==> config.mk <==
export PLATFORM = sky130hd
export DESIGN_NAME = hbs_interp
export DESIGN_NICKNAME = d
export VERILOG_FILES = /design/src/rtl/core/hbs_pkg.sv /design/src/rtl/core/hbs_interp.sv
export SDC_FILE = /design/constraint.sdc
export NUM_CORES = 2
export LEC_CHECK = 0
export BUFFER_PORTS_ARGS = -buffer_cell sky130_fd_sc_hd__buf_2
export CAP_MARGIN = 20
export CORE_AREA = 5 5 277 252
export CTS_CLUSTER_SIZE = 16
export DETAILED_ROUTE_END_ITERATION = 7
export DIE_AREA = 0 0 282 257
export GPL_ROUTABILITY_DRIVEN = 0
export MAX_ROUTING_LAYER = met4
export PLACE_DENSITY_LB_ADDON = 0.1
export SYNTH_ARGS = -nofsm -noshare
export SYNTH_HDL_FRONTEND = slang
export SYNTH_SLANG_ARGS = --single-unit
==> constraint.sdc <==
create_clock -name clock -period 12.2 [get_ports clock]
set_clock_uncertainty 0.2 [all_clocks]
set_input_delay 2.44 -clock clock [delete_from_list [all_inputs] [get_ports clock]]
set_output_delay 2.44 -clock clock [all_outputs]
set_load 0.01 [all_outputs]
==> src/rtl/core/hbs_pkg.sv <==
// Shared types and constants for the heightmap bilinear sampler.
package hbs_pkg;

   // Grid geometry: cells live at row * MAX_SIDE + col, split over four parity banks
   localparam int unsigned MAX_SIDE = 128;
   localparam int unsigned SIDE_W   = $clog2(MAX_SIDE);
   localparam int unsigned SIZE_W   = $clog2(MAX_SIDE + 1);
   localparam int unsigned BANK_AW  = 2 * (SIDE_W - 1);
   localparam int unsigned CELL_W   = 16;
   localparam int unsigned FRAC_W   = 8;

   // CSR map
   localparam int unsigned CSR_ADDR_W = 4;
   localparam int unsigned CSR_DATA_W = 32;

   typedef enum logic [1:0] {
      CSR_GRID_WIDTH  = 2'd0,
      CSR_GRID_DEPTH  = 2'd1,
      CSR_INV_SCALE   = 2'd2,
      CSR_HEIGHT_GAIN = 2'd3
   } csr_reg_type;

   typedef enum logic [1:0] {
      MODE_WRITE  = 2'd0,
      MODE_READ   = 2'd1,
      MODE_SAMPLE = 2'd2,
      MODE_NONE   = 2'd3
   } mode_type;

   typedef enum logic [2:0] {
      ST_IDLE,
      ST_MAP,
      ST_CHECK,
      ST_FETCH,
      ST_INTERP,
      ST_DONE
   } state_type;

   // Access to the cell store; col/row name the top-left corner of a sample
   typedef struct packed {
      logic              rd_en;
      logic              wr_en;
      logic [SIDE_W-1:0] col;
      logic [SIDE_W-1:0] row;
      logic [CELL_W-1:0] wdata;
   } store_cmd_type;

   // Four neighboring cells: hXZ with X the column offset and Z the row offset
   typedef struct packed {
      logic signed [CELL_W-1:0] h00;
      logic signed [CELL_W-1:0] h10;
      logic signed [CELL_W-1:0] h01;
      logic signed [CELL_W-1:0] h11;
   } corner_type;

endpackage

==> src/rtl/core/hbs_interp.sv <==
// Three-stage bilinear interpolation and gain datapath.
module hbs_interp (
   input  logic                       clock,
   input  logic                       reset,
   input  logic                       start,
   input  hbs_pkg::corner_type        corners,
   input  logic [hbs_pkg::FRAC_W-1:0] fx,
   input  logic [hbs_pkg::FRAC_W-1:0] fz,
   input  logic [15:0]                gain,
   output logic                       done,
   output logic signed [31:0]         value
);

   logic               v1_ff, v2_ff, v3_ff;
   logic signed [16:0] dtop, dbot;
   logic signed [25:0] ptop, pbot;
   logic [25:0]        top_in, bot_in, top_ff, bot_ff;
   logic [7:0]         fz_ff;
   logic signed [26:0] dz;
   logic signed [35:0] pz;
   logic [35:0]        acc_sum;
   logic [33:0]        acc_ff;
   logic signed [50:0] pg;
   logic [31:0]        value_ff;

   // Stage 1: blend along x, top = 256*h00 + fx*(h10-h00)
   assign dtop   = {corners.h10[15], corners.h10} - {corners.h00[15], corners.h00};
   assign dbot   = {corners.h11[15], corners.h11} - {corners.h01[15], corners.h01};
   assign ptop   = dtop * $signed({1'b0, fx});
   assign pbot   = dbot * $signed({1'b0, fx});
   assign top_in = ptop + {{2{corners.h00[15]}}, corners.h00, 8'b0};
   assign bot_in = pbot + {{2{corners.h01[15]}}, corners.h01, 8'b0};

   // Stage 2: blend along z
   assign dz      = {bot_ff[25], bot_ff} - {top_ff[25], top_ff};
   assign pz      = dz * $signed({1'b0, fz_ff});
   assign acc_sum = pz + {{2{top_ff[25]}}, top_ff, 8'b0};

   // Stage 3: apply gain, drop 20 fraction bits
   assign pg = $signed(acc_ff) * $signed({1'b0, gain});

   always_ff @(posedge clock) begin
      if (start) begin
         top_ff <= top_in;
         bot_ff <= bot_in;
         fz_ff  <= fz;
      end
      if (v1_ff) begin
         acc_ff <= acc_sum[33:0];
      end
      if (v2_ff) begin
         value_ff <= {pg[50], pg[50:20]};
      end
   end

   // Advance stage valids
   always_ff @(posedge clock) begin
      if (reset) begin
         v1_ff <= 1'b0;
         v2_ff <= 1'b0;
         v3_ff <= 1'b0;
      end else begin
         v1_ff <= start;
         v2_ff <= v1_ff;
         v3_ff <= v2_ff;
      end
   end

   assign done  = v3_ff;
   assign value = value_ff;

endmodule

==> out/metrics.cfg <==
[logic_synthesis]
synth-edff-count = 125
synthTopCellsByArea = fa_1 45%, ha_1 10%, inv_1 9.9%
synth-warning-count = 0
synthCells = 4597
synth_nets = 6009
synth_area_leader_cell = fa_1
synth_area_mm2 = 0.0428
yosys.area.top_type_share_pct = 44.8
synth.avg_cell_area_um2 = 9.30
synth_top_flop_cell = edfxtp_1
async_flop_share_pct = 0
synth-seq-cells = 128
yosysUniqueCellTypes = 64
ys_seq_area_share_pct = 8.92

[sta]
finalCritPeriodShare_pct = 83.6
tightestPinTransition_ns = 1.09
setup_viol = 0
slew-limit-headroom_pct = 27.5
rsz0062_at_grt = no
period_needed_ns = 10.20
finalHoldViolations = 0
slew_viol_final = 0
finalWorstSetupSlack_ns = 2.00
timing.hold.ws_ns = 0.570
setup_tns_ns = 0
timing.fmax_mhz = 98.0

[global_routing]
grt_overflow = 0
grt_pass1_wl_mm = 162
grt_max_degree = 62
grt_pass1_vias = 32300
antenna_found_initial = 1
grt_util_all_layers_pct = 28.5

[clock_network]
htree_levels = 4
cts_setup_buffers = 0
cts-root-buf = clkbuf_16
clk_latency_ns = 0.46
post_cts_resized = 0
cts.sinks = 128
cts_hold_repair.buffers = 0
clk_pin_slew_ns = 0.07
ctsLongestPathBuffers = 2
tritoncts = built
cts_buffers = 17

[worst_setup_path]
r2r_start = top_ff[8]
startpoint_type = input pin
crit_fanout = 8
cp-end-kind = flip-flop
timing.rr.end = acc_ff[33]
crit_path_max_incr_delay_ns = 0.52
arrival_ns = 10.21
slowest_stage = fa_1
critical_path_required_ns = 12.21
endpoint = bot_ff[24]
rrSetupSlack_ns = 2.82
crit_type = input pin to flip-flop
crit_start = corners[16]
reg2regPathDepth = 29

[die]
ios = 132
die_w_um = 282
fp.dieH_um = 257
core.rowCount = 90
start_util_pct = 64.3
core-area_mm2 = 0.0666
die-area_mm2 = 0.0725

[finish]
fill_cells = 5480
syn_to_final_growth_pct = 4.48
drive_above_1_share_pct = 4.49
fin_nets = 6034
design_area_mm2 = 0.0447

[status]
status = completed

[placed_design]
hpwl_mm = 76.9
place_area_mm2 = 0.0441
pre_cts_slack_ns = 1.47
port_buffers = 131

[detailed_routing]
drc = 0
via_per_inst = 5.42
ant_nets = 0
route.detailed.wl_per_inst_um = 17.2
drt_iter0_drc = 1706
drtPass1Iterations = 6
vias = 29900
wl_mm = 94.9

[hold_path]
worst_hold_path_type = flip-flop to flip-flop

[run]
drv_cap = 0

-- layout by cell type, fill, tap and decap left out, types with 48 or more instances in the layout --
cell,count
nor2b_1,60
buf_2,131
o21ai_0,61
fa_1,956
inv_1,1133
a21oi_1,95
edfxtp_1,125
and2_1,463
nand2_1,584
a21o_1,48
nor2_1,104
xnor2_1,112
ha_1,357
-- cell families after synthesis --
| kind of cell | count (synthesis) | share of synthesized area, % |
|---|---|---|
| xor gates and xnor gates | 152 | 3.11 |
| buffers and inverters | 1282 | 11.3 |
| AOI/OAI and AO/OA | 348 | 5.33 |
| DFF | 128 | 8.92 |
| muxes | 8 | 0.199 |
| adders and majority gates | 1313 | 55.2 |
| and+or+nand+nor | 1366 | 16.0 |
-- Yosys cell counts, types with 10 or more instances --
cell type	number
a21boi_0	15
a21o_1	48
a21oi_1	95
a31oi_1	19
and2_1	463
and3_1	12
clkbuf_1	144
edfxtp_1	125
fa_1	956
ha_1	357
inv_1	1133
nand2_1	584
nand2b_1	17
nand3_1	30
nand4_1	10
nor2_1	104
nor2b_1	60
nor3_1	21
nor3b_1	15
o211ai_1	12
o21a_1	20
o21ai_0	61
o21bai_1	17
or3_1	15
xnor2_1	112
xor2_1	40
-- worst max-delay path, delay by kind of cell --
kind,cells,cell delay (ns)
adder cells (fa/ha/maj),8,3.27
AND/OR/NAND/NOR,6,1.26
XOR/XNOR,2,0.57
AO/OA/AOI/OAI,12,2.30
buffers and inverters,6,0.36
-- sequential cells by signal, summed over array words and instances, names as in the netlist --
signal,count
done,1
acc_ff,34
v2_ff,1
fz_ff,8
v1_ff,1
value,31
top_ff,26
bot_ff,26
-- area by class of cell --
type                    count  area (um^2)  area share [%]
diodes                      1         2.50         0.00560
clock buffers              17          425           0.952
clock inverters            15          128           0.286
inverters                1134         4260            9.53
multi-input cells        3187        34100            76.4
flip-flops and latches    128         3810            8.54
well taps                 874         1090            2.45
repair buffers            154          828            1.85
-- worst min path at each step --
| stage | from | to | depth (start not counted) |
|---|---|---|---|
| final | v1_ff | acc_ff[33] | 1 |
| after global routing | v1_ff | acc_ff[33] | 1 |
| after CTS | v1_ff | acc_ff[33] | 1 |
| after detailed placement | v1_ff | acc_ff[33] | 1 |
| after global placement | v1_ff | acc_ff[33] | 1 |
| after floorplan | fz_ff[0] | acc_ff[0] | 2 |
-- layer usage --
metal  up-vias  track usage (%)  part of all wire [%]
met1     15100             38.2                    43
met3       165             4.07                   6.0
li1      13700                -                     -
met5         -                -                     0
met4         0             7.27                   2.8
met2       884             46.5                    48
-- per-stage QoR --
step | std cells | util (%)
2_1_floorplan | 4597 | -
3_3_place_gp | 5477 | 66.3
3_5_place_dp | 5477 | 66.3
4_1_cts | 5509 | 67.1
5_1_grt | 5510 | 67.1
6_report | 5510 | 67.1
Power is not shown: default switching activity piles up to over one toggle a cycle in this logic, so the estimate is an artifact.
